$ cat src/sv/omni_wheel_goal_velocity_top_macros.svh
// Assertion macros for the omni wheel goal velocity block.
`ifndef OMNI_WHEEL_GOAL_VELOCITY_TOP_MACROS_SVH
`define OMNI_WHEEL_GOAL_VELOCITY_TOP_MACROS_SVH

// Consequent must hold in the same cycle as the antecedent.
`define OWGV_ASSERT_NOW(lbl, ante, cons, msg) \
  lbl: assert property (@(posedge clk) disable iff (rst) (ante) |-> (cons)) else $error(msg);

// Consequent must hold in the cycle after the antecedent.
`define OWGV_ASSERT_NEXT(lbl, ante, cons, msg) \
  lbl: assert property (@(posedge clk) disable iff (rst) (ante) |=> (cons)) else $error(msg);

`endif

$ cat src/sv/owgv_pkg.sv
// Package with constants, types and tables of the omni wheel goal velocity block.
package owgv_pkg;

  localparam int FRAC_BITS_DEF    = 16;
  localparam int CORDIC_STEPS_DEF = 16;

  localparam int MUL_W   = 48;
  localparam int MUL_DIG = 4;

  localparam logic signed [33:0] CORDIC_START = 34'sd652032874;
  localparam logic signed [33:0] ONE_Q30      = 34'sd1073741824;
  localparam logic signed [47:0] TURN_PER_RAD = 48'sd683565276;
  localparam logic signed [47:0] HALF_SQRT2   = 48'sd759250125;
  localparam logic [40:0]        PROD_LIM     = 41'd1099511627776;

  typedef enum logic [2:0] {
    REG_NEAR_GAIN  = 3'd0,
    REG_FAR_GAIN   = 3'd1,
    REG_INNER_RAD  = 3'd2,
    REG_OUTER_RAD  = 3'd3,
    REG_INV_WHEEL  = 3'd4,
    REG_AXLE       = 3'd5
  } reg_idx_t;

  typedef enum logic [4:0] {
    S_IDLE, S_DIFF, S_SQX, S_SQY, S_SQI, S_SQO, S_GAIN, S_ANG, S_CORD, S_CLMP,
    S_XC, S_YS, S_XS, S_YC, S_UV, S_PA, S_PB, S_HD, S_KA, S_KB, S_OUT
  } state_t;

  typedef struct packed {
    logic busy;
    logic done;
  } mul_stat_t;

  // Arctangent of 2^-i in binary-angle units (2^32 per turn).
  function automatic logic signed [33:0] atan_turn(input logic [4:0] i);
    logic signed [33:0] r;
    case (i)
      5'd0:  r = 34'sh20000000;
      5'd1:  r = 34'sh12E4051E;
      5'd2:  r = 34'sh09FB385B;
      5'd3:  r = 34'sh051111D4;
      5'd4:  r = 34'sh028B0D43;
      5'd5:  r = 34'sh0145D7E1;
      5'd6:  r = 34'sh00A2F61E;
      5'd7:  r = 34'sh00517C55;
      5'd8:  r = 34'sh0028BE53;
      5'd9:  r = 34'sh00145F2F;
      5'd10: r = 34'sh000A2F98;
      5'd11: r = 34'sh000517CC;
      5'd12: r = 34'sh00028BE6;
      5'd13: r = 34'sh000145F3;
      5'd14: r = 34'sh0000A2FA;
      5'd15: r = 34'sh0000517D;
      5'd16: r = 34'sh000028BE;
      5'd17: r = 34'sh0000145F;
      5'd18: r = 34'sh00000A30;
      5'd19: r = 34'sh00000518;
      5'd20: r = 34'sh0000028C;
      5'd21: r = 34'sh00000146;
      5'd22: r = 34'sh000000A3;
      5'd23: r = 34'sh00000051;
      default: r = 34'sd0;
    endcase
    return r;
  endfunction

  function automatic logic signed [31:0] sat32(input logic signed [42:0] v);
    logic signed [31:0] r;
    if (v > 43'sd2147483647) begin
      r = 32'sh7FFFFFFF;
    end else if (v < -43'sd2147483648) begin
      r = 32'sh80000000;
    end else begin
      r = v[31:0];
    end
    return r;
  endfunction

endpackage

$ cat src/sv/owgv_if.sv
// Valid/ready channel interfaces for pose/goal words and wheel speed words.
interface owgv_in_if;
  logic               valid;
  logic               ready;
  logic               cmd;
  logic signed [31:0] coord_x;
  logic signed [31:0] coord_y;
  logic signed [31:0] heading;
  modport source (output valid, cmd, coord_x, coord_y, heading, input ready);
  modport sink (input valid, cmd, coord_x, coord_y, heading, output ready);
endinterface

interface owgv_out_if;
  logic               valid;
  logic               ready;
  logic signed [31:0] wheel_a_speed;
  logic signed [31:0] wheel_b_speed;
  logic signed [31:0] wheel_c_speed;
  logic signed [31:0] wheel_d_speed;
  modport source (output valid, wheel_a_speed, wheel_b_speed, wheel_c_speed,
                  wheel_d_speed, input ready);
  modport sink (input valid, wheel_a_speed, wheel_b_speed, wheel_c_speed,
                wheel_d_speed, output ready);
endinterface

$ cat src/sv/owgv_smul.sv
// Digit-serial unsigned multiplier, one digit of the second operand per cycle.
module owgv_smul #(
  parameter int W   = owgv_pkg::MUL_W,
  parameter int DIG = owgv_pkg::MUL_DIG
) (
  input  logic                  clk,
  input  logic                  rst,
  input  logic                  start,
  input  logic [W-1:0]          a_in,
  input  logic [W-1:0]          b_in,
  output owgv_pkg::mul_stat_t   stat,
  output logic [2*W-1:0]        prod
);

  localparam int STEPS = W / DIG;
  localparam int CW    = (STEPS > 1) ? $clog2(STEPS) : 1;
  localparam logic [CW-1:0] LAST = CW'(STEPS - 1);

  logic [W-1:0]     a;
  logic [W-1:0]     b;
  logic [2*W-1:0]   acc;
  logic [CW-1:0]    cnt;
  logic [W+DIG-1:0] pp;
  logic [W+DIG-1:0] hi_sum;
  logic [2*W+DIG-1:0] wide;

  // Add the digit's partial product to the upper half, then shift one digit down.
  always_comb begin
    pp     = {{DIG{1'b0}}, a} * {{W{1'b0}}, b[DIG-1:0]};
    hi_sum = {{DIG{1'b0}}, acc[2*W-1:W]} + pp;
    wide   = {hi_sum, acc[W-1:0]} >> DIG;
  end

  always_ff @(posedge clk) begin
    if (rst) begin
      stat <= '0;
      cnt  <= '0;
    end else begin
      stat.done <= 1'b0;
      if (start) begin
        a         <= a_in;
        b         <= b_in;
        acc       <= '0;
        cnt       <= '0;
        stat.busy <= 1'b1;
      end else if (stat.busy) begin
        acc <= wide[2*W-1:0];
        b   <= b >> DIG;
        cnt <= cnt + 1'b1;
        if (cnt == LAST) begin
          stat.busy <= 1'b0;
          stat.done <= 1'b1;
        end
      end
    end
  end

  assign prod = acc;

endmodule

$ cat src/sv/omni_wheel_goal_velocity_top.sv
// Top level of the four-wheel omni inverse kinematics goal velocity block.
//
//  channel | dir | handshake           | word
//  in_ch   | in  | valid/ready         | cmd, coord_x, coord_y, heading
//  out_ch  | out | valid/ready         | wheel_a/b/c/d_speed
//  apb     | in  | psel/penable/pready | register writes and reads
//
// A word that completes goal and pose starts the computation. The 4-bit serial
// multiplier, shared by all fourteen products, does most of the work until the
// result is offered. Other words only update the stored goal or pose.
// Reset is synchronous and restores registers and clears the stored goal and pose.
// A finished result holds until taken; no new word is accepted meanwhile.
`include "omni_wheel_goal_velocity_top_macros.svh"

module omni_wheel_goal_velocity_top #(
  parameter int FRAC_BITS    = owgv_pkg::FRAC_BITS_DEF,
  parameter int CORDIC_STEPS = owgv_pkg::CORDIC_STEPS_DEF
) (
  input  logic        clk,
  input  logic        rst,
  owgv_in_if.sink     in_ch,
  owgv_out_if.source  out_ch,
  input  logic        psel,
  input  logic        penable,
  input  logic        pwrite,
  input  logic [4:0]  paddr,
  input  logic [31:0] pwdata,
  output logic [31:0] prdata,
  output logic        pready
);

  localparam int W  = owgv_pkg::MUL_W;
  localparam int CW = (CORDIC_STEPS > 1) ? $clog2(CORDIC_STEPS) : 1;
  localparam logic [CW-1:0] CORD_LAST = CW'(CORDIC_STEPS - 1);

  owgv_pkg::state_t state, state_next;

  logic [7:0]  near_gain, far_gain;
  logic [30:0] inner_radius, outer_radius, inv_wheel_radius, axle_length;

  logic signed [31:0] goal_x, goal_y, goal_heading, pose_x, pose_y, pose_heading;
  logic goal_seen, pose_seen, goal_seen_next, pose_seen_next;
  logic in_acc;

  logic signed [32:0] ex, ey, eh;
  logic [63:0] sx, sy;
  logic [61:0] ri2, ro2;
  logic [38:0] k;
  logic signed [33:0] cx, cy, cz;
  logic flip;
  logic [CW-1:0] ccnt;
  logic signed [31:0] cs, sn;
  logic signed [41:0] m_xc, m_ys, m_xs, m_yc, u, v, pa, pb, head, ka, kb;

  logic is_mul, mul_start, mul_neg, shift_frac;
  logic signed [W-1:0] op_a, op_b;
  logic [W-1:0] mag_a, mag_b;
  owgv_pkg::mul_stat_t mstat;
  logic [2*W-1:0] prod, sprod, pshift;
  logic [40:0] rmag;
  logic signed [41:0] mres;
  logic [31:0] ang, ang_f;
  logic [64:0] d2;
  logic [7:0] gain;
  logic signed [33:0] xsh, ysh, atn, xf, yf;
  logic signed [43:0] uv_sum, uv_dif;

  // ---------------- configuration port ----------------
  assign pready = 1'b1;

  always_ff @(posedge clk) begin
    if (rst) begin
      near_gain        <= 8'd10;
      far_gain         <= 8'd7;
      inner_radius     <= 31'd26214;
      outer_radius     <= 31'd45875;
      inv_wheel_radius <= 31'd1310720;
      axle_length      <= 31'd16712;
    end else if (psel && penable && pwrite) begin
      case (paddr[4:2])
        owgv_pkg::REG_NEAR_GAIN: near_gain        <= pwdata[7:0];
        owgv_pkg::REG_FAR_GAIN:  far_gain         <= pwdata[7:0];
        owgv_pkg::REG_INNER_RAD: inner_radius     <= pwdata[30:0];
        owgv_pkg::REG_OUTER_RAD: outer_radius     <= pwdata[30:0];
        owgv_pkg::REG_INV_WHEEL: inv_wheel_radius <= pwdata[30:0];
        owgv_pkg::REG_AXLE:      axle_length      <= pwdata[30:0];
        default: ;
      endcase
    end
  end

  always_comb begin
    unique case (paddr[4:2])
      owgv_pkg::REG_NEAR_GAIN: prdata = {24'd0, near_gain};
      owgv_pkg::REG_FAR_GAIN:  prdata = {24'd0, far_gain};
      owgv_pkg::REG_INNER_RAD: prdata = {1'b0, inner_radius};
      owgv_pkg::REG_OUTER_RAD: prdata = {1'b0, outer_radius};
      owgv_pkg::REG_INV_WHEEL: prdata = {1'b0, inv_wheel_radius};
      owgv_pkg::REG_AXLE:      prdata = {1'b0, axle_length};
      default:                 prdata = 32'd0;
    endcase
  end

  // ---------------- shared serial multiplier ----------------
  owgv_smul #(.W(W), .DIG(owgv_pkg::MUL_DIG)) u_smul (
    .clk   (clk),
    .rst   (rst),
    .start (mul_start),
    .a_in  (mag_a),
    .b_in  (mag_b),
    .stat  (mstat),
    .prod  (prod)
  );

  assign in_acc         = in_ch.valid && in_ch.ready;
  assign goal_seen_next = goal_seen || (in_acc && !in_ch.cmd);
  assign pose_seen_next = pose_seen || (in_acc && in_ch.cmd);

  // ---------------- next state ----------------
  always_comb begin
    state_next = state;
    unique case (state)
      owgv_pkg::S_IDLE: if (in_acc && goal_seen_next && pose_seen_next) begin
        state_next = owgv_pkg::S_DIFF;
      end
      owgv_pkg::S_DIFF: state_next = owgv_pkg::S_SQX;
      owgv_pkg::S_SQX:  if (mstat.done) state_next = owgv_pkg::S_SQY;
      owgv_pkg::S_SQY:  if (mstat.done) state_next = owgv_pkg::S_SQI;
      owgv_pkg::S_SQI:  if (mstat.done) state_next = owgv_pkg::S_SQO;
      owgv_pkg::S_SQO:  if (mstat.done) state_next = owgv_pkg::S_GAIN;
      owgv_pkg::S_GAIN: state_next = owgv_pkg::S_ANG;
      owgv_pkg::S_ANG:  if (mstat.done) state_next = owgv_pkg::S_CORD;
      owgv_pkg::S_CORD: if (ccnt == CORD_LAST) state_next = owgv_pkg::S_CLMP;
      owgv_pkg::S_CLMP: state_next = owgv_pkg::S_XC;
      owgv_pkg::S_XC:   if (mstat.done) state_next = owgv_pkg::S_YS;
      owgv_pkg::S_YS:   if (mstat.done) state_next = owgv_pkg::S_XS;
      owgv_pkg::S_XS:   if (mstat.done) state_next = owgv_pkg::S_YC;
      owgv_pkg::S_YC:   if (mstat.done) state_next = owgv_pkg::S_UV;
      owgv_pkg::S_UV:   state_next = owgv_pkg::S_PA;
      owgv_pkg::S_PA:   if (mstat.done) state_next = owgv_pkg::S_PB;
      owgv_pkg::S_PB:   if (mstat.done) state_next = owgv_pkg::S_HD;
      owgv_pkg::S_HD:   if (mstat.done) state_next = owgv_pkg::S_KA;
      owgv_pkg::S_KA:   if (mstat.done) state_next = owgv_pkg::S_KB;
      owgv_pkg::S_KB:   if (mstat.done) state_next = owgv_pkg::S_OUT;
      owgv_pkg::S_OUT:  if (out_ch.ready) state_next = owgv_pkg::S_IDLE;
      default:          state_next = owgv_pkg::S_IDLE;
    endcase
  end

  // ---------------- control outputs and operand selection ----------------
  assign uv_sum = 44'(u) + 44'(v);
  assign uv_dif = 44'(v) - 44'(u);

  always_comb begin
    is_mul     = 1'b1;
    shift_frac = 1'b0;
    op_a       = '0;
    op_b       = '0;
    unique case (state)
      owgv_pkg::S_SQX: begin op_a = W'(ex); op_b = W'(ex); end
      owgv_pkg::S_SQY: begin op_a = W'(ey); op_b = W'(ey); end
      owgv_pkg::S_SQI: begin
        op_a = W'({1'b0, inner_radius}); op_b = W'({1'b0, inner_radius});
      end
      owgv_pkg::S_SQO: begin
        op_a = W'({1'b0, outer_radius}); op_b = W'({1'b0, outer_radius});
      end
      owgv_pkg::S_ANG: begin op_a = W'(pose_heading); op_b = owgv_pkg::TURN_PER_RAD; end
      owgv_pkg::S_XC:  begin op_a = W'(ex); op_b = W'(cs); end
      owgv_pkg::S_YS:  begin op_a = W'(ey); op_b = W'(sn); end
      owgv_pkg::S_XS:  begin op_a = W'(ex); op_b = W'(sn); end
      owgv_pkg::S_YC:  begin op_a = W'(ey); op_b = W'(cs); end
      owgv_pkg::S_PA:  begin op_a = W'(uv_sum); op_b = owgv_pkg::HALF_SQRT2; end
      owgv_pkg::S_PB:  begin op_a = W'(uv_dif); op_b = owgv_pkg::HALF_SQRT2; end
      owgv_pkg::S_HD:  begin
        op_a = W'(eh); op_b = W'({1'b0, axle_length}); shift_frac = 1'b1;
      end
      owgv_pkg::S_KA:  begin op_a = W'(pa); op_b = W'({1'b0, k}); shift_frac = 1'b1; end
      owgv_pkg::S_KB:  begin op_a = W'(pb); op_b = W'({1'b0, k}); shift_frac = 1'b1; end
      default:         is_mul = 1'b0;
    endcase
    mag_a     = op_a[W-1] ? W'(-op_a) : op_a;
    mag_b     = op_b[W-1] ? W'(-op_b) : op_b;
    mul_start = is_mul && !mstat.busy && !mstat.done;
  end

  assign in_ch.ready  = (state == owgv_pkg::S_IDLE);
  assign out_ch.valid = (state == owgv_pkg::S_OUT);

  // Product scaling: truncate the magnitude, clip at 2^40, then restore the sign.
  always_comb begin
    pshift = shift_frac ? (prod >> FRAC_BITS) : (prod >> 30);
    rmag   = (pshift > (2*W)'(owgv_pkg::PROD_LIM)) ? owgv_pkg::PROD_LIM : pshift[40:0];
    mres   = mul_neg ? -$signed({1'b0, rmag}) : $signed({1'b0, rmag});
    sprod  = mul_neg ? -prod : prod;
    ang    = sprod[FRAC_BITS+31 -: 32];
    // The half turn is added when the angle lies outside [-1/4, 1/4) turn.
    ang_f  = {ang[31] ^ (ang[31] ^ ang[30]), ang[30:0]};
    d2     = {1'b0, sx} + {1'b0, sy};
    if (d2 < 65'(ri2)) begin
      gain = 8'd0;
    end else if (d2 < 65'(ro2)) begin
      gain = near_gain;
    end else begin
      gain = far_gain;
    end
    xsh = cx >>> ccnt;
    ysh = cy >>> ccnt;
    atn = owgv_pkg::atan_turn(5'(ccnt));
    xf  = flip ? -cx : cx;
    yf  = flip ? -cy : cy;
  end

  // ---------------- state and datapath registers ----------------
  always_ff @(posedge clk) begin
    if (rst) begin
      state        <= owgv_pkg::S_IDLE;
      goal_seen    <= 1'b0;
      pose_seen    <= 1'b0;
      goal_x       <= '0;
      goal_y       <= '0;
      goal_heading <= '0;
      pose_x       <= '0;
      pose_y       <= '0;
      pose_heading <= '0;
    end else begin
      state     <= state_next;
      goal_seen <= goal_seen_next;
      pose_seen <= pose_seen_next;
      if (in_acc && !in_ch.cmd) begin
        goal_x       <= in_ch.coord_x;
        goal_y       <= in_ch.coord_y;
        goal_heading <= in_ch.heading;
      end
      if (in_acc && in_ch.cmd) begin
        pose_x       <= in_ch.coord_x;
        pose_y       <= in_ch.coord_y;
        pose_heading <= in_ch.heading;
      end
    end
  end

  always_ff @(posedge clk) begin
    if (mul_start) begin
      mul_neg <= op_a[W-1] ^ op_b[W-1];
    end
    unique case (state)
      owgv_pkg::S_DIFF: begin
        ex <= 33'(goal_x) - 33'(pose_x);
        ey <= 33'(goal_y) - 33'(pose_y);
        eh <= 33'(goal_heading) - 33'(pose_heading);
      end
      owgv_pkg::S_SQX: if (mstat.done) sx  <= prod[63:0];
      owgv_pkg::S_SQY: if (mstat.done) sy  <= prod[63:0];
      owgv_pkg::S_SQI: if (mstat.done) ri2 <= prod[61:0];
      owgv_pkg::S_SQO: if (mstat.done) ro2 <= prod[61:0];
      owgv_pkg::S_GAIN: k <= 39'(gain) * 39'(inv_wheel_radius);
      owgv_pkg::S_ANG: if (mstat.done) begin
        flip <= ang[31] ^ ang[30];
        cx   <= owgv_pkg::CORDIC_START;
        cy   <= '0;
        cz   <= 34'($signed(ang_f));
        ccnt <= '0;
      end
      owgv_pkg::S_CORD: begin
        if (!cz[33]) begin
          cx <= cx - ysh;
          cy <= cy + xsh;
          cz <= cz - atn;
        end else begin
          cx <= cx + ysh;
          cy <= cy - xsh;
          cz <= cz + atn;
        end
        ccnt <= ccnt + 1'b1;
      end
      owgv_pkg::S_CLMP: begin
        cs <= (xf > owgv_pkg::ONE_Q30) ? 32'(owgv_pkg::ONE_Q30) :
              (xf < -owgv_pkg::ONE_Q30) ? 32'(-owgv_pkg::ONE_Q30) : xf[31:0];
        sn <= (yf > owgv_pkg::ONE_Q30) ? 32'(owgv_pkg::ONE_Q30) :
              (yf < -owgv_pkg::ONE_Q30) ? 32'(-owgv_pkg::ONE_Q30) : yf[31:0];
      end
      owgv_pkg::S_XC: if (mstat.done) m_xc <= mres;
      owgv_pkg::S_YS: if (mstat.done) m_ys <= mres;
      owgv_pkg::S_XS: if (mstat.done) m_xs <= mres;
      owgv_pkg::S_YC: if (mstat.done) m_yc <= mres;
      owgv_pkg::S_UV: begin
        u <= m_xc - m_ys;
        v <= m_xs + m_yc;
      end
      owgv_pkg::S_PA: if (mstat.done) pa   <= mres;
      owgv_pkg::S_PB: if (mstat.done) pb   <= mres;
      owgv_pkg::S_HD: if (mstat.done) head <= mres;
      owgv_pkg::S_KA: if (mstat.done) ka   <= mres;
      owgv_pkg::S_KB: if (mstat.done) kb   <= mres;
      default: ;
    endcase
  end

  // Wheels c and d see the negated projections of a and b.
  assign out_ch.wheel_a_speed = owgv_pkg::sat32(43'(head) + 43'(ka));
  assign out_ch.wheel_b_speed = owgv_pkg::sat32(43'(head) + 43'(kb));
  assign out_ch.wheel_c_speed = owgv_pkg::sat32(43'(head) - 43'(ka));
  assign out_ch.wheel_d_speed = owgv_pkg::sat32(43'(head) - 43'(kb));

  // ---------------- assertions ----------------
  `OWGV_ASSERT_NOW(a_out_needs_both, out_ch.valid, goal_seen && pose_seen, "result before goal and pose")
  `OWGV_ASSERT_NEXT(a_start_work, in_acc && goal_seen_next && pose_seen_next, state == owgv_pkg::S_DIFF, "complete word did not start work")
  `OWGV_ASSERT_NOW(a_mul_idle, state == owgv_pkg::S_IDLE || state == owgv_pkg::S_OUT, !mstat.busy, "multiplier busy outside work")
  `OWGV_ASSERT_NOW(a_no_start_busy, mul_start, !mstat.busy, "multiplier restarted while busy")

endmodule
$ cat src/flat_wrapper.sv
// flat-port wrapper written by rule: the top's interface ports become plain ports
module omni_wheel_goal_velocity_top_flat 
#(
  parameter int FRAC_BITS    = owgv_pkg::FRAC_BITS_DEF,
  parameter int CORDIC_STEPS = owgv_pkg::CORDIC_STEPS_DEF
)
  (clk, rst, psel, penable, pwrite, paddr, pwdata, prdata, pready, in_ch_valid, in_ch_cmd, in_ch_coord_x, in_ch_coord_y, in_ch_heading, in_ch_ready, out_ch_valid, out_ch_wheel_a_speed, out_ch_wheel_b_speed, out_ch_wheel_c_speed, out_ch_wheel_d_speed, out_ch_ready);
  owgv_in_if in_ch_i ();
  owgv_out_if out_ch_i ();
  input  logic clk;
  input  logic rst;
  input  logic psel;
  input  logic penable;
  input  logic pwrite;
  input  logic [4:0] paddr;
  input  logic [31:0] pwdata;
  output logic [31:0] prdata;
  output logic pready;
  input wire logic [$bits(in_ch_i.valid)-1:0] in_ch_valid;
  input wire logic [$bits(in_ch_i.cmd)-1:0] in_ch_cmd;
  input wire logic [$bits(in_ch_i.coord_x)-1:0] in_ch_coord_x;
  input wire logic [$bits(in_ch_i.coord_y)-1:0] in_ch_coord_y;
  input wire logic [$bits(in_ch_i.heading)-1:0] in_ch_heading;
  output wire logic [$bits(in_ch_i.ready)-1:0] in_ch_ready;
  output wire logic [$bits(out_ch_i.valid)-1:0] out_ch_valid;
  output wire logic [$bits(out_ch_i.wheel_a_speed)-1:0] out_ch_wheel_a_speed;
  output wire logic [$bits(out_ch_i.wheel_b_speed)-1:0] out_ch_wheel_b_speed;
  output wire logic [$bits(out_ch_i.wheel_c_speed)-1:0] out_ch_wheel_c_speed;
  output wire logic [$bits(out_ch_i.wheel_d_speed)-1:0] out_ch_wheel_d_speed;
  input wire logic [$bits(out_ch_i.ready)-1:0] out_ch_ready;
  assign in_ch_i.valid = in_ch_valid;
  assign in_ch_i.cmd = in_ch_cmd;
  assign in_ch_i.coord_x = in_ch_coord_x;
  assign in_ch_i.coord_y = in_ch_coord_y;
  assign in_ch_i.heading = in_ch_heading;
  assign in_ch_ready = in_ch_i.ready;
  assign out_ch_valid = out_ch_i.valid;
  assign out_ch_wheel_a_speed = out_ch_i.wheel_a_speed;
  assign out_ch_wheel_b_speed = out_ch_i.wheel_b_speed;
  assign out_ch_wheel_c_speed = out_ch_i.wheel_c_speed;
  assign out_ch_wheel_d_speed = out_ch_i.wheel_d_speed;
  assign out_ch_i.ready = out_ch_ready;
  omni_wheel_goal_velocity_top #(.FRAC_BITS(FRAC_BITS), .CORDIC_STEPS(CORDIC_STEPS)) u_core (.clk(clk), .rst(rst), .in_ch(in_ch_i), .out_ch(out_ch_i), .psel(psel), .penable(penable), .pwrite(pwrite), .paddr(paddr), .pwdata(pwdata), .prdata(prdata), .pready(pready));
endmodule
$ cat config.mk
export PLATFORM = sky130hd
export DESIGN_NAME = omni_wheel_goal_velocity_top_flat
export DESIGN_NICKNAME = d
export VERILOG_FILES = /design/src/sv/owgv_pkg.sv /design/src/sv/owgv_if.sv /design/src/sv/owgv_smul.sv /design/src/sv/omni_wheel_goal_velocity_top.sv /design/src/flat_wrapper.sv
export VERILOG_INCLUDE_DIRS = /design/src /design/src/sv
export SDC_FILE = /design/constraint.sdc
export NUM_CORES = 2
export LEC_CHECK = 0
export ABC_AREA = 0
export CAP_MARGIN = 20
export CORE_ASPECT_RATIO = 1.25
export CORE_MARGIN = 8
export CORE_UTILIZATION = 54
export CTS_CLUSTER_DIAMETER = 60
export DETAILED_ROUTE_END_ITERATION = 8
export DONT_BUFFER_PORTS = 1
export GPL_TIMING_DRIVEN = 1
export PLACE_DENSITY_LB_ADDON = 0.3
export SETUP_SLACK_MARGIN = 0.3
export SYNTH_ARGS = -nofsm -noshare
export SYNTH_HDL_FRONTEND = slang
export SYNTH_SLANG_ARGS = --single-unit
$ cat constraint.sdc
create_clock -name clk -period 10.77 [get_ports clk]
set_input_delay 1.077 -clock clk [delete_from_list [all_inputs] [get_ports clk]]
set_output_delay 1.077 -clock clk [all_outputs]
set_load 0.1 [all_outputs]
# ---- After elaboration in Yosys (flattened, before gate mapping)
# Memories as Yosys holds them, arrays and structs flattened. A register that Yosys moved wholly into a read port is not among the register bits.
# Cells that the tools add are included.
dict set report totals {
  mem_count 1
  latch_bits 0
  out_inout_bits 163
  input_bits 141
  word_cells 262
  romBits 480
  reg_bits 1561
  ram_bits 0
}
dict set report classes {
  n_reduce_logical 54
  muxes 61
  n_mul 2
  n_bitwise 5
  magnitude_cmp 15
  n_addsub 27
  shift 2
  eq_ne 44
  div 0
}
# name words width rd rd_clocked_by_memory_dff wr line_no
set mem_list {}
lappend mem_list {{(no name shown)} 16 30 1 1 0 owgv_pkg.sv:38} ;# case (i)
# operator count
set ops {}
lappend ops {{$pmux W48 S10} 2}
lappend ops {{$mux W32} 10}
lappend ops {{$mux W34} 8}
lappend ops {{$pmux W34 S2} 3}
lappend ops {{$mux W48} 4}
lappend ops {{$pmux W31 S6} 1}
lappend ops {{$gt A43 B32 Y1 const B} 4}
lappend ops {{$lt A43 B32 Y1 const B} 4}
lappend ops {{$neg A48 Y48} 3}
lappend ops {{$lt A65 B62 Y1} 2}
lappend ops {{$add A42 B42 Y43} 3}
lappend ops {{$sub A42 B42 Y43} 3}
lappend ops {{$pmux W5 S21} 1}
lappend ops {{$add A34 B34 Y34} 3}
lappend ops {{$sub A34 B34 Y34} 3}
lappend ops {{$sub A32 B32 Y33} 3}
lappend ops {{$gt A96 B41 Y1 const B} 1}
lappend ops {{$mux W96} 1}
lappend ops {{$mux W5} 17}
lappend ops {{$mux W80} 1}
lappend ops {{$gt A34 B32 Y1 const B} 2}
lappend ops {{$lt A34 B31 Y1 const B} 2}
lappend ops {{$neg A34 Y34} 2}
lappend ops {{$sshr A34 B4 Y34} 2}
lappend ops {{other kinds (40)} 125}

# ---- Logic depth before layout (Yosys ltp)
dict set report depth {
  ltp_word 8
  ltp_mapped 52
  mapped_depth_nobuf 50
}

# ---- Hierarchy
# A second synthesis with hierarchy kept.
dict set report unflattened {
  cells_unflattened 12659
  area_unflattened_um2 117300.0
}
# mod cells_each seq_area_each_um2 instances area_each_um2
set modules_own_cells {}
lappend modules_own_cells {omni_wheel_goal_velocity_top 11258 38136.6 1 102183.0}
lappend modules_own_cells {owgv_smul 1401 5885.6 1 15117.0}

# ---- Worst setup path after synthesis
# Ideal clock, no wire load.
dict set report synth_path {
  path_type {reg-to-reg}
  from {reg u_core.sy[1]}
  to {reg u_core.k[31], data pin}
  stages_incl_launch_ff 49
  setup_ps 259
  path_slack_ps 102
  synth_period_minus_slack_ps 10668
  n_path_buf 2
  arrival_ps 10409
  t_required_ps 10511
  path_cell_list {edfxtp_1 -> ha_1 -> a21o_1 -> a21oi_1 -> o21ai_0 -> a41oi_1 -> a211oi_1 -> or2_2 -> a31o_2 -> a21o_1 -> a21o_1 -> a21o_1 -> a21oi_1 -> o21ai_0 -> xor2_1 -> ha_1 -> a21o_1 -> a21o_1 -> [13 not listed] -> fa_1 -> inv_1 -> fa_1 -> inv_1 -> ha_1 -> o21ai_0 -> nand2_1 -> nand2_1 -> a211oi_1 -> nor3_1 -> nor3_1 -> a211oi_1 -> o41ai_1 -> nand2_1 -> a21oi_1 -> o21a_1 -> nor2_1 -> xnor2_1}
}
dict set report synth_between {
  elab_chain_len 5
  word_cells_on_any_way 6
  cone_classes {add/sub (1); mul (1); order compare (2); mux (2)}
}
# item line_no
set synth_rtl {}
lappend synth_rtl {{start: declaration} omni_wheel_goal_velocity_top.sv:46} ;# logic [63:0] sx, sy;
lappend synth_rtl {{start signal: assignment} omni_wheel_goal_velocity_top.sv:254} ;# owgv_pkg::S_SQY: if (mstat.done) sy <= prod[63:0];
lappend synth_rtl {{$add A64 B64 Y65 (*)} omni_wheel_goal_velocity_top.sv:199} ;# d2 = {1'b0, sx} + {1'b0, sy};
lappend synth_rtl {{$lt A65 B62 Y1} omni_wheel_goal_velocity_top.sv:202} ;# end else if (d2 < 65'(ro2)) begin
lappend synth_rtl {{$mux W8} omni_wheel_goal_velocity_top.sv:202}
lappend synth_rtl {{$mux W8 (*)} omni_wheel_goal_velocity_top.sv:200} ;# if (d2 < 65'(ri2)) begin
lappend synth_rtl {{$mul A8 B31 Y39 (*)} omni_wheel_goal_velocity_top.sv:257} ;# owgv_pkg::S_GAIN: k <= 39'(gain) * 39'(inv_wheel_radius);
lappend synth_rtl {{end signal: assignment} omni_wheel_goal_velocity_top.sv:257}
lappend synth_rtl {{end: declaration} omni_wheel_goal_velocity_top.sv:48} ;# logic [38:0] k;
# Mark *: on every way between the ends. The rest lies on a longest branch, timed or not.
# A chain may end at the register's enable or synchronous reset.

# ---- Final worst setup path
dict set report layout_path {
  from {reg u_core.sx[24]}
  to {reg u_core.k[28], data pin}
}
dict set report layout_between {
  elab_chain_len 5
  word_cells_on_any_way 6
  cone_classes {add/sub (1); mul (1); order compare (2); mux (2)}
}
# item line_no
set layout_rtl {}
lappend layout_rtl {{start: declaration} omni_wheel_goal_velocity_top.sv:46}
lappend layout_rtl {{start signal: assignment} omni_wheel_goal_velocity_top.sv:253} ;# owgv_pkg::S_SQX: if (mstat.done) sx <= prod[63:0];
lappend layout_rtl {{$add A64 B64 Y65 (*)} omni_wheel_goal_velocity_top.sv:199}
lappend layout_rtl {{$lt A65 B62 Y1} omni_wheel_goal_velocity_top.sv:202}
lappend layout_rtl {{$mux W8} omni_wheel_goal_velocity_top.sv:202}
lappend layout_rtl {{$mux W8 (*)} omni_wheel_goal_velocity_top.sv:200}
lappend layout_rtl {{$mul A8 B31 Y39 (*)} omni_wheel_goal_velocity_top.sv:257}
# Marked as above.

==> summary.txt <==
Pwr
  • Cell-internal power: 0.0154 W
  • Share of total power in combinational logic: 0.410
  • Switching component of the power: 0.00978 W
  • Flop pwr share: 0.346
  • Part of the total power dissipated in the clock network: 0.244
  • Worst-case vdd ir drop: 0.277 mV
  • Fraction of power spent switching nets: 0.388
  • Cell Pwr Density: 195 nW/um^2
  • Leakage power figure: 53.0 nW

Outcome
  • Violations in the final reports: max-slew violations
  • Run status: complete, but fails checks

Setup path
  • Kind of start point of the critical path: flop
  • Worst setup EP type: flop
  • Capture point of the critical path: u_core.k[28]
  • Setup slack of the worst register-to-register path: 100 ps
  • Required time worst endpoint: 11330 ps
  • Worst reg2reg startpoint: u_core.sx[24]
  • Data arrival time of the worst path: 11230 ps
  • Critical path launch point: u_core.sx[24]
  • Peak per-stage delay on the critical path: 520 ps
  • Reg-to-reg critical path endpoint: u_core.k[28]
  • Worst-path maximum fanout: 7
  • Reg2Reg Depth: 51
  • Class of the most critical setup path: reg -> reg
  • Slowest stage cell, crit path: sky130_fd_sc_hd__fa_1
  • CP dominant cell by count: sky130_fd_sc_hd__a21o_1

Synth
  • Combined area of all synthesized cells: 116000 sq um
  • Post-Syn Area per Cell: 9.31 sq um
  • Yosys cell types: 96
  • Proportion of register bits with asynchronous set or reset after synthesis: 0
  • Count of state elements after synthesis: 1591
  • Part of the Yosys area used for sequential elements: 0.381
  • Count of warnings emitted by yosys: 0
  • Count of flip-flops with a built-in enable after synthesis: 1216
  • Synthesized instance count: 12.4k
  • Most frequently used flop master after synthesis: sky130_fd_sc_hd__edfxtp_1

GRT
  • All-Layer GR Usage: 0.342
  • Wire length of the first global-routing pass: 602 mm
  • Antenna violations before repair: 54
  • Number of global-route vias before repair: 96.4k
  • Total overflow reported by the global router: 0
  • Largest net degree at the start of global routing: 347

Floorplan
  • Initial Utilization: 0.541
  • Die Area: 229000 sq um
  • Core box area: 213000 sq um
  • Die Y: 533 microns
  • Count of boundary I/O pins: 304
  • Row count: 190
  • X dimension of the die: 430 microns

Place
  • Dpl hpwl: 306 mm
  • Routability Congestion: 1.06
  • Count of input and output buffers: 0
  • Placement-stage cell area: 121000 sq um

Timing
  • Setup repair after global routing missed its margin: true
  • Number of setup violations in the final report: 0
  • Worst Hold Slack: 295 ps
  • Minimum period implied by the final worst setup slack: 10670 ps
  • Count of endpoints failing hold in the final timing report: 0
  • Worst rel slew slack: -0.0701
  • Top achievable clock speed: 93.7 MHz
  • Share of the cycle needed by the critical path after routing: 0.991
  • Final setup TNS: 0 ps
  • Clk_skew: 67.5 ps
  • Slew at the pin closest to its max-slew limit: 1610 ps
  • Max-slew violation count: 1

Clock tree
  • Level count of the clock H-tree: 4
  • Skew-Pair Late Insertion Delay: 870 ps
  • Maximum clock path buffer count: 3
  • Clock transition at the registers of the reported paths: 60 ps
  • CTS Root Cell: sky130_fd_sc_hd__clkbuf_16
  • Clk sink count: 1591
  • Total CTS buffers: 167
  • TritonCTS clock tree: built

Cells and area
  • Most common library cell in the layout ignoring fill and taps: sky130_fd_sc_hd__nand2_1
  • Finished layout cell area: 129000 sq um
  • Synth-to-layout area growth: 11.6%
  • Multi-input gate area: 67700 sq um
  • Fill cell count: 17.9k
  • Most used cells in the layout excluding fill and tap cells: sky130_fd_sc_hd__nand2_1 (1511), sky130_fd_sc_hd__edfxtp_1 (1216), sky130_fd_sc_hd__a21oi_1 (1060)
  • Post-route core utilization: 0.604
  • Share of cells above drive strength 1: 0.112
  • Area taken by flip-flops and latches: 44000 sq um
  • Final-stage net count: 13.8k

Detailed routing
  • Routed len/inst: 26.3 microns
  • Post-DRT Antenna Nets: 0
  • Via density: 6.35
  • Remaining design rule violation count: 0
  • DRT Wirelength: 407 mm
  • Number of DRC markers after the initial detailed-route iteration: 9936
  • Number of vias in the routed layout: 98.1k
  • First-pass DRT Iterations: 9

Hold path
  • Type of the most critical hold path: in -> reg

Flow run
  • # Max-Cap Violations: 0
layer usage:
metal  share of wire  GRT usage  vias up
li1                -          -    44300
met1            0.35      0.379    47500
met2            0.46      0.556     4896
met3           0.093     0.0863     1409
met4            0.10      0.278       28
met5         0.00041          0        -
what timing repair did:
item	CTS	global route
hold buffers	0	0
pin swaps	125	97
resized for setup	179	100
gates cloned	0	0
endpoints found under the setup margin	29	24
buffers inserted	30	19
registers in the layout (all words and copies together) (netlist names), 39 cells and up:
signal	cells
u_core.ka	42
u_core.u_smul.b	48
u_core.kb	42
u_core.u_smul.prod	96
u_core.head	42
u_core.u_smul.a	48
u_core.sx	64
u_core.v	42
u_core.m_yc	42
u_core.pa	42
u_core.m_xc	42
u_core.u	42
u_core.pb	42
u_core.m_xs	42
u_core.sy	64
u_core.k	39
u_core.ri2	62
u_core.ro2	62
u_core.m_ys	42
cell usage after synthesis (70+ instances only):
| master | instances | area [sq um] |
|---|---|---|
| sky130_fd_sc_hd__a21oi_1 | 1087 | 5440 |
| sky130_fd_sc_hd__ha_1 | 812 | 10200 |
| sky130_fd_sc_hd__nor3_1 | 220 | 1100 |
| sky130_fd_sc_hd__xor2_1 | 354 | 3100 |
| sky130_fd_sc_hd__nor2b_1 | 173 | 1080 |
| sky130_fd_sc_hd__nand2b_1 | 140 | 876 |
| sky130_fd_sc_hd__fa_1 | 327 | 6550 |
| sky130_fd_sc_hd__dfxtp_1 | 375 | 7510 |
| sky130_fd_sc_hd__nor4_1 | 70 | 438 |
| sky130_fd_sc_hd__nor2_1 | 821 | 3080 |
| sky130_fd_sc_hd__nand2_1 | 1528 | 5740 |
| sky130_fd_sc_hd__a22oi_1 | 137 | 1030 |
| sky130_fd_sc_hd__edfxtp_1 | 1216 | 36500 |
| sky130_fd_sc_hd__clkbuf_1 | 540 | 2030 |
| sky130_fd_sc_hd__o31ai_1 | 85 | 638 |
| sky130_fd_sc_hd__nand3_1 | 184 | 921 |
| sky130_fd_sc_hd__a31oi_1 | 89 | 557 |
| sky130_fd_sc_hd__o21ai_0 | 621 | 3110 |
| sky130_fd_sc_hd__a21o_1 | 312 | 2340 |
| sky130_fd_sc_hd__xnor2_1 | 513 | 4490 |
| sky130_fd_sc_hd__and2_1 | 260 | 1630 |
| sky130_fd_sc_hd__o21bai_1 | 81 | 608 |
| sky130_fd_sc_hd__mux2i_1 | 114 | 1140 |
| sky130_fd_sc_hd__buf_1 | 92 | 345 |
| sky130_fd_sc_hd__and3_1 | 104 | 651 |
| sky130_fd_sc_hd__inv_1 | 893 | 3350 |
| sky130_fd_sc_hd__o21a_1 | 120 | 901 |
| sky130_fd_sc_hd__nand4_1 | 121 | 757 |
final cells by class:
| class | count | share of cell area |
|---|---|---|
| antenna | 56 | 0.00109 |
| clock buffer | 193 | 0.0341 |
| clock inverter | 116 | 0.0108 |
| inverter | 897 | 0.0261 |
| multi-input combinational | 9288 | 0.525 |
| sequential | 1591 | 0.341 |
| tap | 2784 | 0.0270 |
| timing repair buffer | 540 | 0.0347 |
worst min path at each step:
stage | startpoint | to | slack (ps) | cells past startpoint
3_3_place_gp | u_core.pose_y[8] | u_core.pose_y[8] | 440 | 2
6_report | rst | u_core.inv_wheel_radius[21] | 300 | 1
3_5_place_dp | u_core.pose_y[11] | u_core.pose_y[11] | 450 | 2
4_1_cts | rst | u_core.inv_wheel_radius[21] | 280 | 1
5_1_grt | rst | u_core.inv_wheel_radius[21] | 270 | 1
2_1_floorplan | u_core.goal_seen | u_core.goal_seen | 430 | 2
worst max-delay path: cells and delay by family (launching register included):
kind	cells	cell delay [ps]
simple gates	5	1110
compound gates	26	4650
xor+xnor	2	240
buf+inv	11	1300
flops	1	410
fa+ha+maj	7	2630
cells by family (layout without fill, tap and decap cells):
| kind of cell | count (synthesis) | after routing | synth area share |
|---|---|---|---|
| simple gates | 3923 | 3923 | 0.160 |
| compound gates | 3121 | 3121 | 0.170 |
| flops | 1591 | 1591 | 0.381 |
| fa+ha+maj | 1139 | 1139 | 0.145 |
| mux | 227 | 227 | 0.0276 |
| xor+xnor | 867 | 867 | 0.0657 |
| buf+inv | 1546 | 1746 | 0.0506 |
| other cells | 2 | 67 | 0.0000650 |
per-stage QoR:
step,instances,worst slack [ps],power (W)
finish,15500,98.6,0.0252
global route,15400,-249,0.0265
CTS,15400,182,0.0250
detailed placement,15000,-1140,0.0188
global placement,15000,-1020,0.0186
floorplan,12400,302,0.0161
power by group through the flow:
stage          Combinational (W)  Sequential, W  Clock [W]
6_report                  0.0103        0.00872    0.00613
5_1_grt                   0.0114        0.00873    0.00640
4_1_cts                   0.0102        0.00866    0.00617
3_5_place_dp              0.0101        0.00879          0
3_3_place_gp             0.00983        0.00876          0
2_1_floorplan            0.00771        0.00838          0
(Power assumes the default switching activity.)
